<file path="src/hw/rtl/csfb_pkg.sv">
// Package for the sync/length/CRC-32 frame builder: constants, byte positions and CRC step.
package csfb_pkg;

	localparam int unsigned LEN_BITS = 16;

	localparam logic [31:0] CRC_POLY = 32'hEDB8_8320;
	localparam logic [31:0] CRC_INIT = 32'hFFFF_FFFF;

	localparam logic [7:0] SYNC_0 = 8'hFE;
	localparam logic [7:0] SYNC_1 = 8'hED;
	localparam logic [7:0] SYNC_2 = 8'hFA;
	localparam logic [7:0] SYNC_3 = 8'hCE;

	typedef enum logic [4:0] {
		POS_SYNC0,
		POS_SYNC1,
		POS_SYNC2,
		POS_SYNC3,
		POS_SEQ0,
		POS_SEQ1,
		POS_SEQ2,
		POS_SEQ3,
		POS_KIND,
		POS_LEN0,
		POS_LEN1,
		POS_LEN2,
		POS_LEN3,
		POS_PAYLOAD,
		POS_CRC0,
		POS_CRC1,
		POS_CRC2,
		POS_CRC3
	} pos_t;

	function automatic logic [31:0] crc_byte(input logic [31:0] crc_in, input logic [7:0] b);
		logic [31:0] c;
		c = crc_in ^ {24'd0, b};
		for (int k = 0; k < 8; k++) begin
			c = (c >> 1) ^ (c[0] ? CRC_POLY : 32'd0);
		end
		return c;
	endfunction

endpackage

</file>
<file path="src/hw/rtl/crc32_sync_frame_builder_top.sv">
// Top level of the sync/length/CRC-32 frame builder.
//
// The input channel (in_valid, in_stall) takes one payload byte per item with
// its is_first and is_last flags and, on the first byte, the frame length. The
// output channel (out_valid, out_stall) gives one framed byte per item. An
// input item flagged first is preceded by the 13-byte header (sync FE ED FA CE,
// sequence number, type byte, length); one flagged last is followed by the
// four CRC bytes, the last of which carries frame_done. run_last marks the
// final output byte caused by each input item.
// An input item yields 1 to 18 output bytes, one per cycle, set by the single
// byte sequencer that walks the header, payload and CRC positions; a plain
// payload byte therefore sustains one item per cycle. The next input item is
// accepted in the same cycle as the last byte of the current one is moved to
// the output register. The stream kind (kind_q) is written through
// cfg_valid/cfg_ready; the user must write it only while idle, as the block
// does not enforce this. Reset clears the sequence number to zero, the CRC
// to all ones and the type to zero. While out_stall is high and out_valid
// is set, the output register keeps its byte and the sequencer and input wait.
module crc32_sync_frame_builder_top (
	input  logic                         clk,
	input  logic                         arst_n,
	input  logic                         in_valid,
	output logic                         in_stall,
	input  logic [7:0]                   payload_byte,
	input  logic                         is_first,
	input  logic                         is_last,
	input  logic [csfb_pkg::LEN_BITS-1:0] frame_length,
	output logic                         out_valid,
	input  logic                         out_stall,
	output logic [7:0]                   out_byte,
	output logic                         frame_done,
	output logic                         run_last,
	input  logic                         cfg_valid,
	output logic                         cfg_ready,
	input  logic [1:0]                   cfg_data
);

	logic                          busy_q;
	csfb_pkg::pos_t                pos_q;
	logic [7:0]                    byte_q;
	logic                          last_q;
	logic [csfb_pkg::LEN_BITS-1:0] len_q;
	logic [31:0]                   seq_q;
	logic [31:0]                   crc_q;
	logic [1:0]                    kind_q;
	logic                          ov_q;
	logic [7:0]                    out_byte_q;
	logic                          frame_done_q;
	logic                          run_last_q;

	logic           advance;
	logic           is_end;
	logic           accept;
	logic [7:0]     cur_byte;
	logic [31:0]    len32;
	logic [31:0]    crc_out;
	logic [31:0]    crc_base;
	csfb_pkg::pos_t end_pos;
	logic           busy_d;
	csfb_pkg::pos_t pos_d;

	assign cfg_ready = 1'b1;
	assign len32     = 32'(len_q);
	assign crc_out   = ~crc_q;
	assign end_pos   = last_q ? csfb_pkg::POS_CRC3 : csfb_pkg::POS_PAYLOAD;
	assign is_end    = (pos_q == end_pos);
	assign advance   = busy_q && (!ov_q || !out_stall);
	assign in_stall  = busy_q && !(advance && is_end);
	assign accept    = in_valid && !in_stall;
	assign crc_base  = (pos_q == csfb_pkg::POS_SEQ0) ? csfb_pkg::CRC_INIT : crc_q;

	always_comb begin
		case (pos_q)
			csfb_pkg::POS_SYNC0:   cur_byte = csfb_pkg::SYNC_0;
			csfb_pkg::POS_SYNC1:   cur_byte = csfb_pkg::SYNC_1;
			csfb_pkg::POS_SYNC2:   cur_byte = csfb_pkg::SYNC_2;
			csfb_pkg::POS_SYNC3:   cur_byte = csfb_pkg::SYNC_3;
			csfb_pkg::POS_SEQ0:    cur_byte = seq_q[7:0];
			csfb_pkg::POS_SEQ1:    cur_byte = seq_q[15:8];
			csfb_pkg::POS_SEQ2:    cur_byte = seq_q[23:16];
			csfb_pkg::POS_SEQ3:    cur_byte = seq_q[31:24];
			csfb_pkg::POS_KIND:    cur_byte = {6'd0, kind_q};
			csfb_pkg::POS_LEN0:    cur_byte = len32[7:0];
			csfb_pkg::POS_LEN1:    cur_byte = len32[15:8];
			csfb_pkg::POS_LEN2:    cur_byte = len32[23:16];
			csfb_pkg::POS_LEN3:    cur_byte = len32[31:24];
			csfb_pkg::POS_PAYLOAD: cur_byte = byte_q;
			csfb_pkg::POS_CRC0:    cur_byte = crc_out[7:0];
			csfb_pkg::POS_CRC1:    cur_byte = crc_out[15:8];
			csfb_pkg::POS_CRC2:    cur_byte = crc_out[23:16];
			csfb_pkg::POS_CRC3:    cur_byte = crc_out[31:24];
			default:               cur_byte = byte_q;
		endcase
	end

	always_comb begin
		busy_d = busy_q;
		pos_d  = pos_q;
		if (advance) begin
			if (!is_end) begin
				pos_d = csfb_pkg::pos_t'(5'(pos_q) + 5'd1);
			end else begin
				busy_d = 1'b0;
			end
		end
		if (accept) begin
			busy_d = 1'b1;
			pos_d  = is_first ? csfb_pkg::POS_SYNC0 : csfb_pkg::POS_PAYLOAD;
		end
	end

	always_ff @(posedge clk or negedge arst_n) begin
		if (!arst_n) begin
			busy_q <= 1'b0;
			pos_q  <= csfb_pkg::POS_PAYLOAD;
			seq_q  <= 32'd0;
			crc_q  <= csfb_pkg::CRC_INIT;
			kind_q <= 2'd0;
			ov_q   <= 1'b0;
		end else begin
			busy_q <= busy_d;
			pos_q  <= pos_d;
			if (cfg_valid && cfg_ready) begin
				kind_q <= cfg_data;
			end
			if (advance) begin
				ov_q <= 1'b1;
				if (pos_q inside {[csfb_pkg::POS_SEQ0:csfb_pkg::POS_PAYLOAD]}) begin
					crc_q <= csfb_pkg::crc_byte(crc_base, cur_byte);
				end
				if (pos_q == csfb_pkg::POS_CRC3) begin
					crc_q <= csfb_pkg::CRC_INIT;
					seq_q <= seq_q + 32'd1;
				end
			end else if (ov_q && !out_stall) begin
				ov_q <= 1'b0;
			end
		end
	end

	always_ff @(posedge clk) begin
		if (accept) begin
			byte_q <= payload_byte;
			last_q <= is_last;
			if (is_first) begin
				len_q <= frame_length;
			end
		end
		if (advance) begin
			out_byte_q   <= cur_byte;
			frame_done_q <= (pos_q == csfb_pkg::POS_CRC3);
			run_last_q   <= is_end;
		end
	end

	assign out_valid  = ov_q;
	assign out_byte   = out_byte_q;
	assign frame_done = frame_done_q;
	assign run_last   = run_last_q;

endmodule

</file>
<file path="config.mk">
export PLATFORM = sky130hd
export DESIGN_NAME = crc32_sync_frame_builder_top
export DESIGN_NICKNAME = d
export VERILOG_FILES = /design/src/hw/rtl/csfb_pkg.sv /design/src/hw/rtl/crc32_sync_frame_builder_top.sv
export SDC_FILE = /design/constraint.sdc
export NUM_CORES = 1
export LEC_CHECK = 0
export BUFFER_PORTS_ARGS = -buffer_cell sky130_fd_sc_hd__buf_2
export CORE_UTILIZATION = 55
export CTS_BUF_LIST = sky130_fd_sc_hd__clkbuf_4 sky130_fd_sc_hd__clkbuf_8 sky130_fd_sc_hd__clkbuf_16
export DETAILED_ROUTE_END_ITERATION = 8
export GPL_TIMING_DRIVEN = 0
export PLACE_DENSITY = 0.83
export SLEW_MARGIN = 30
export SYNTH_ARGS = -nofsm -noshare
export SYNTH_HDL_FRONTEND = slang
export SYNTH_SLANG_ARGS = --single-unit
export TNS_END_PERCENT = 20
</file>
<file path="constraint.sdc">
create_clock -name clk -period 3.7 [get_ports clk]
set_input_delay 1.11 -clock clk [delete_from_list [all_inputs] [get_ports clk]]
set_output_delay 1.11 -clock clk [all_outputs]
set_load 0.03 [all_outputs]
</file>
# After elaboration in Yosys (flattened, before gate mapping)

Index checks and enable logic that the tools add are counted.

$lt $le $gt $ge: 2
Equal/unequal tests: 18
Multiplexer cells: 22
Bitwise operators: 10
Add/subtract/negate cells: 2
Reductions and logical operators: 22

Operators with widths:

| operator              | number |
|---|---|
| $mux 32               | 11 |
| $xor 31x32->32        | 8 |
| $pmux 8 s16           | 1 |
| $eq 5x4->1 const B    | 7 |
| $add 32x1->32 const B | 1 |
| $not 32->32           | 1 |
| $xor 32x8->32         | 1 |
| $eq 5x3->1 const B    | 4 |
| $mux 5                | 4 |
| $eq 5x2->1 const B    | 2 |
| $eq 5x5->1 const B    | 2 |
| $reduce_and 2->1      | 5 |
| $reduce_bool 2->1     | 4 |
| $logic_and 1x1->1     | 6 |
| $add 5x1->5 const B   | 1 |
| $eq 5x1->1 const B    | 1 |
| $eq 5x5->1            | 1 |
| $ge 5x3->1 const B    | 1 |
| $le 5x4->1 const B    | 1 |
| $logic_not 5->1       | 1 |
| $mux 1                | 5 |
| $logic_not 1->1       | 4 |
| $mux 4                | 1 |
| $ne 2x1->1 const B    | 1 |
| 2 further kinds       | 2 |

Output and inout port bits: 13
Bits in registers: 108
Input bits: 33
Logic and storage cells: 88

# Longest topological paths before layout

Depth in word-level cells: 22
Depth in mapped cells: 14
Mapped depth without buffers: 11

# Least setup slack after synthesis

Ideal clock, no wire load.

Path type: flip-flop to flip-flop
Start point: register pos_q[4]
End point: register crc_q[19]
Required time: 3627 ps
Buffers on the path: 4
Library setup time: 73 ps
Clock period less this slack: 3556 ps
Path slack: 144 ps
Stages on the path, launching flop included: 15
Arrival time: 3483 ps
Cells stage by stage: dfrtp_1 buf_6 buf_2 clkbuf_1 inv_1 ha_1 inv_1 nand2_2 or3_1 buf_4 a41o_4 xor2_4 xnor3_1 xor3_1 a21oi_1

Word-level cells in the longest chain between the ends: 16
Elaborated cells on any way between the ends: 43
Classes of those cells: 2 x order compare; 16 x eq/ne; 11 x mux; 9 x bitwise; 5 x reduce/logical

RTL lines:

| item                                             | line                                | RTL |
|---|---|---|
| from (decl)                                      | crc32_sync_frame_builder_top.sv:39  | `csfb_pkg::pos_t pos_q;` |
| from (signal assigned)                           | crc32_sync_frame_builder_top.sv:115 | `pos_q <= csfb_pkg::POS_PAYLOAD;` |
| from (signal assigned)                           | crc32_sync_frame_builder_top.sv:122 | `pos_q <= pos_d;` |
| $eq 5x4->1                                       | crc32_sync_frame_builder_top.sv:73  | `case (pos_q)` |
| $reduce_or 2->1 (no line)                        | n/a                                 |  |
| $pmux 8 s16                                      | crc32_sync_frame_builder_top.sv:73  |  |
| $xor 32x8->32                                    | csfb_pkg.sv:37                      | `c = crc_in ^ {24'd0, b};` |
| $mux 32 / $xor 31x32->32 (equally long branches) | csfb_pkg.sv:39                      | `c = (c >> 1) ^ (c[0] ? CRC_POLY : 32'd0);` |
| $xor 31x32->32 / $mux 32 (equally long branches) | csfb_pkg.sv:39                      |  |
| $xor 31x32->32 (5 in series)                     | csfb_pkg.sv:39                      |  |
| $mux 32 / $xor 31x32->32 (equally long branches) | csfb_pkg.sv:39                      |  |
| $xor 31x32->32 / $mux 32 (equally long branches) | csfb_pkg.sv:39                      |  |
| $xor 31x32->32                                   | csfb_pkg.sv:39                      |  |
| $mux 32                                          | crc32_sync_frame_builder_top.sv:128 | `if (pos_q inside {[csfb_pkg::POS_SEQ0:csfb_pkg::POS_PAYLOAD]}) begin` |
| $mux 32                                          | crc32_sync_frame_builder_top.sv:131 | `if (pos_q == csfb_pkg::POS_CRC3) begin` |
| to (signal assigned)                             | crc32_sync_frame_builder_top.sv:117 | `crc_q <= csfb_pkg::CRC_INIT;` |
| to (signal assigned)                             | crc32_sync_frame_builder_top.sv:129 | `crc_q <= csfb_pkg::crc_byte(crc_base, cur_byte);` |
| to (signal assigned)                             | crc32_sync_frame_builder_top.sv:132 | `crc_q <= csfb_pkg::CRC_INIT;` |
| to (decl)                                        | crc32_sync_frame_builder_top.sv:44  | `logic [31:0] crc_q;` |

Several ways; a longest one is shown, not always the timed one. The select of a mux whose other input is x is not followed.
A chain may end at the register's enable or synchronous reset.

# Worst setup path in the final report

Start point: register pos_q[0]
End point: register crc_q[19]

Elaborated cells on any way between the ends: 43
Classes of those cells: 2 x order compare; 16 x eq/ne; 11 x mux; 9 x bitwise; 5 x reduce/logical

RTL lines:

| item                           | line                                | RTL |
|---|---|---|
| $eq 5x4->1                     | crc32_sync_frame_builder_top.sv:73  |  |
| $reduce_or 2->1 (no line)      | n/a                                 |  |
| $pmux 8 s16 *                  | crc32_sync_frame_builder_top.sv:73  |  |
| named net cur_byte[7]          | crc32_sync_frame_builder_top.sv:54  | `logic [7:0] cur_byte;` |
| $xor 32x8->32 *                | csfb_pkg.sv:37                      |  |
| $xor 31x32->32 * (7 in series) | csfb_pkg.sv:39                      |  |
| $mux 32 *                      | csfb_pkg.sv:39                      |  |
| $xor 31x32->32 *               | csfb_pkg.sv:39                      |  |
| $mux 32 *                      | crc32_sync_frame_builder_top.sv:128 |  |
| $mux 32 *                      | crc32_sync_frame_builder_top.sv:131 |  |

The timed path passes the listed nets; every way through them passes the cells marked *. The select of a mux whose other input is x is not followed.

==> metrics.log <==
[metrics] combined buffer and inverter count along the critical path: 2
[metrics] Worst slew margin: 41.0%
[metrics] setup repair after global routing missed its margin: yes
[metrics] arithmetic-cell share of the synthesized area counting full adders, half adders and majority gates: 1.17%
[metrics] CTS tree: done
[metrics] IO Count: 46
[metrics] arrival time at the worst endpoint: 4.07 ns
[metrics] Post-Synthesis Cells: 569
[metrics] Post-Syn Area per Cell: 11.3 um^2
[metrics] share of layout cells above drive strength 1: 30.4%
[metrics] crit-path max FO: 10
[metrics] number of buffers inserted by port buffering: 44
[metrics] number of storage elements in the synthesis netlist: 108
[metrics] class of the worst hold path: register to register
[metrics] clock period minus final worst setup slack: 3.77 ns
[metrics] Util after Layout: 67.5%
[metrics] count of distinct cell types in the synthesized netlist: 71
[metrics] clock latency on the worst-skew pair: 0.36 ns
[metrics] simple-gate share of the synthesized area: 15.5%
[metrics] combined global-route utilization of all metal layers: 30.8%
[metrics] clock transition at the register clock pins on the worst setup and hold paths after CTS: 0.07 ns
[metrics] full die area: 0.0121 mm^2
[metrics] most frequent cells in the layout: 52 x nor2_1, 48 x buf_2, 46 x xnor2_1
[metrics] first-iteration detailed-routing DRC count: 651
[metrics] final net count: 696
[metrics] part of the cycle the worst path needs: 102%
[metrics] final count of hold timing violations: 0
[metrics] multiplexer share of the synthesized area: 0.703%
[metrics] cell area after layout: 0.00767 mm^2
[metrics] master of the slowest instance on the critical path: dfstp_2
[metrics] smallest setup slack after layout: -0.0727 ns
[metrics] row cnt: 39
[metrics] antenna-violating nets left: 0
[metrics] violations in the final reports: setup timing
[metrics] total negative slack: -0.127 ns
[metrics] antenna diode instance count: 0
[metrics] H-Tree Level Count: 3
[metrics] remaining global-route overflow: 0
[metrics] data required time of the critical path: 3.99 ns
[metrics] post-detailed-routing wire length: 18.0 mm
[metrics] Die Ht: 110 um
[metrics] Max Cap Viol: 0
[metrics] layout filler cell count: 798
[metrics] core box area: 0.0114 mm^2
[metrics] fraction of registers with async set/reset: 67.6%
[metrics] Critical Path Sink Type: register
[metrics] CP peak stage delay: 0.59 ns
[metrics] Post-synth EDFFs: 35
[metrics] drt first pass iters: 7
[metrics] width of the die: 110 um
[metrics] gp weighted congestion: 0.983
[metrics] root cell of the clock tree: clkbuf_16
[metrics] first-pass GRT wire length: 26.8 mm
[metrics] peak clock frequency supported by timing: 265 MHz
[metrics] vias in the first global route: 4,896
[metrics] effective utilization at floorplan: 56.3%
[metrics] result of the run: finished with violations
[metrics] number of endpoints failing setup at the final stage: 3
[metrics] dominant combinational cell family by area after synthesis: XOR/XNOR gates
[metrics] pin count of the biggest net entering global routing: 46
[metrics] number of nets produced by synthesis: 608
[metrics] CTS sink cnt: 108
[metrics] Syn. warnings: 0
[metrics] number of vias per cell: 6.44
[metrics] total number of vias: 5,184
[metrics] number of buffers inserted by hold repair at cts: 0
[metrics] pre-CTS setup slack: -0.620 ns
[metrics] sort of element at the start of the critical path: register
[metrics] worst slew pin tran: 0.885 ns
[metrics] routed length per instance: 22.4 um
[metrics] multi-input logic area: 0.00353 mm^2
[metrics] share of the synthesized netlist area taken by xor and xnor gates: 19.9%
[metrics] area fraction in compound gates after synthesis: 13.5%
[metrics] CP most frequent cell: xor3_1
[metrics] worst path cell trace: inv_1, ha_1, buf_2, nor4_4, o22ai_1, nor3_1, a41oi_4, xnor2_4, xor3_1, xor3_1, a21oi_2
[metrics] initial antenna violation count: 0
[metrics] post-placement cell area: 0.00683 mm^2
[metrics] most common cell after layout, fill and taps aside: nor2_1
[metrics] share of the yosys chip area belonging to registers: 45.6%
[metrics] family with the most delay on the worst path: XOR/XNOR gates
[metrics] clock skew after layout: 0.00930 ns
[metrics] total area of sequential cells: 0.00292 mm^2
[metrics] synthesis-to-finish area growth: 19.8%
[metrics] number of slew-limit violations in the final report: 0
[metrics] total DRC errors in the routed layout: 0
[metrics] dominant synthesized flop cell: dfrtp_1
[metrics] synthesized cell area: 0.00640 mm^2
[metrics] classification of the worst setup path: register to register
[metrics] post-detailed-placement half-perimeter wirelength: 12.4 mm
[metrics] number of buffers created by CTS: 9
[metrics] maximum buffer depth of the clock tree: 2
## through the flow
step | instances | hold slack [ns]
floorplan | 569 | 0.441
global placement | 756 | 0.465
detailed placement | 757 | 0.474
CTS | 792 | 0.487
global route | 805 | 0.512
finish | 805 | 0.487
## worst reg2reg max path: stages (launching register included)
cell	delay, ns
dfstp_2	0.59
inv_1	0.10
ha_1	0.27
buf_2	0.24
nor4_4	0.42
o22ai_1	0.12
nor3_1	0.33
a41oi_4	0.26
xnor2_4	0.32
xor3_1	0.51
xor3_1	0.40
a21oi_2	0.17
## final timing paths
path	startpoint	to	slack, ns	cells past startpoint
max reg2reg	pos_q[0]	crc_q[19]	-0.07	11
max in group asynchronous	arst_n	crc_q[22]	2.40	2
max	pos_q[0]	crc_q[19]	-0.07	11
min reg2reg	seq_q[31]	seq_q[31]	0.49	1
min	seq_q[31]	seq_q[31]	0.49	1
min in group asynchronous	arst_n	out_valid	0.69	1
## synth_stat cells, drive strengths merged, types with 4 or more instances
master | count | area share (%)
a21oi | 39 | 3.0
a221oi | 4 | 0.82
a22o | 8 | 1.1
a22oi | 9 | 1.1
a2bb2oi | 4 | 0.55
a41oi | 5 | 1.3
and3 | 9 | 0.88
and4 | 6 | 0.82
buf | 11 | 1.1
clkbuf | 21 | 1.2
dfrtp | 38 | 15
dfstp | 35 | 14
edfxtp | 35 | 16
ha | 6 | 1.2
inv | 21 | 1.2
mux2 | 4 | 0.70
nand2 | 22 | 1.3
nand2b | 11 | 1.1
nand3 | 11 | 0.86
nand4 | 9 | 0.88
nor2 | 52 | 3.0
nor2b | 7 | 0.68
nor3 | 40 | 3.3
nor4 | 9 | 0.88
o21ai | 4 | 0.31
o22ai | 4 | 0.39
o2bb2ai | 6 | 0.82
xnor2 | 59 | 9.4
xnor3 | 16 | 5.6
xor2 | 21 | 3.8
## cell families (layout without fill, tap and decap cells)
kind of cell	count (synthesis)	after routing
buffers and inverters	53	146
XOR/XNOR	99	99
other	1	1
adder cells (fa/ha/maj)	6	6
AO/OA/AOI/OAI	107	107
multiplexers	4	4
AND/OR/NAND/NOR	191	191
flip-flops	108	108
## layer usage
layer	vias up	part of all wire, %	track usage, %
met5	-	0	0
met4	0	6.1	14.7
met3	107	8.1	7.11
met2	331	46	48.1
met1	2520	39	40.7
li1	2226	-	-
## registers in the layout, summed over array words and instances (netlist names)
signal	count
kind_q	2
byte_q	8
crc_q	32
run_last	1
busy_q	1
seq_q	32
last_q	1
out_byte	8
pos_q	5
out_valid	1
len_q	16
frame_done	1
## timing repair
item / CTS / global route
gates resized for setup: 27 / 28
pin swaps: 7 / 11
setup buffers: 20 / 13
endpoints found under the setup margin: 27 / 17
## cell type report
cell class                 instances  area share (%)
tap                              143            2.33
multi-input combinational        408            46.1
clock buffer                      11            3.21
timing repair buffer              78            6.72
buffer                            31            2.19
sequential                       108            38.1
inverter                          21            1.03
clock inverter                     5           0.359
Power is left out: the tool's default activity adds up to more than one toggle a clock period on the data nets, which glitch-free logic cannot reach.
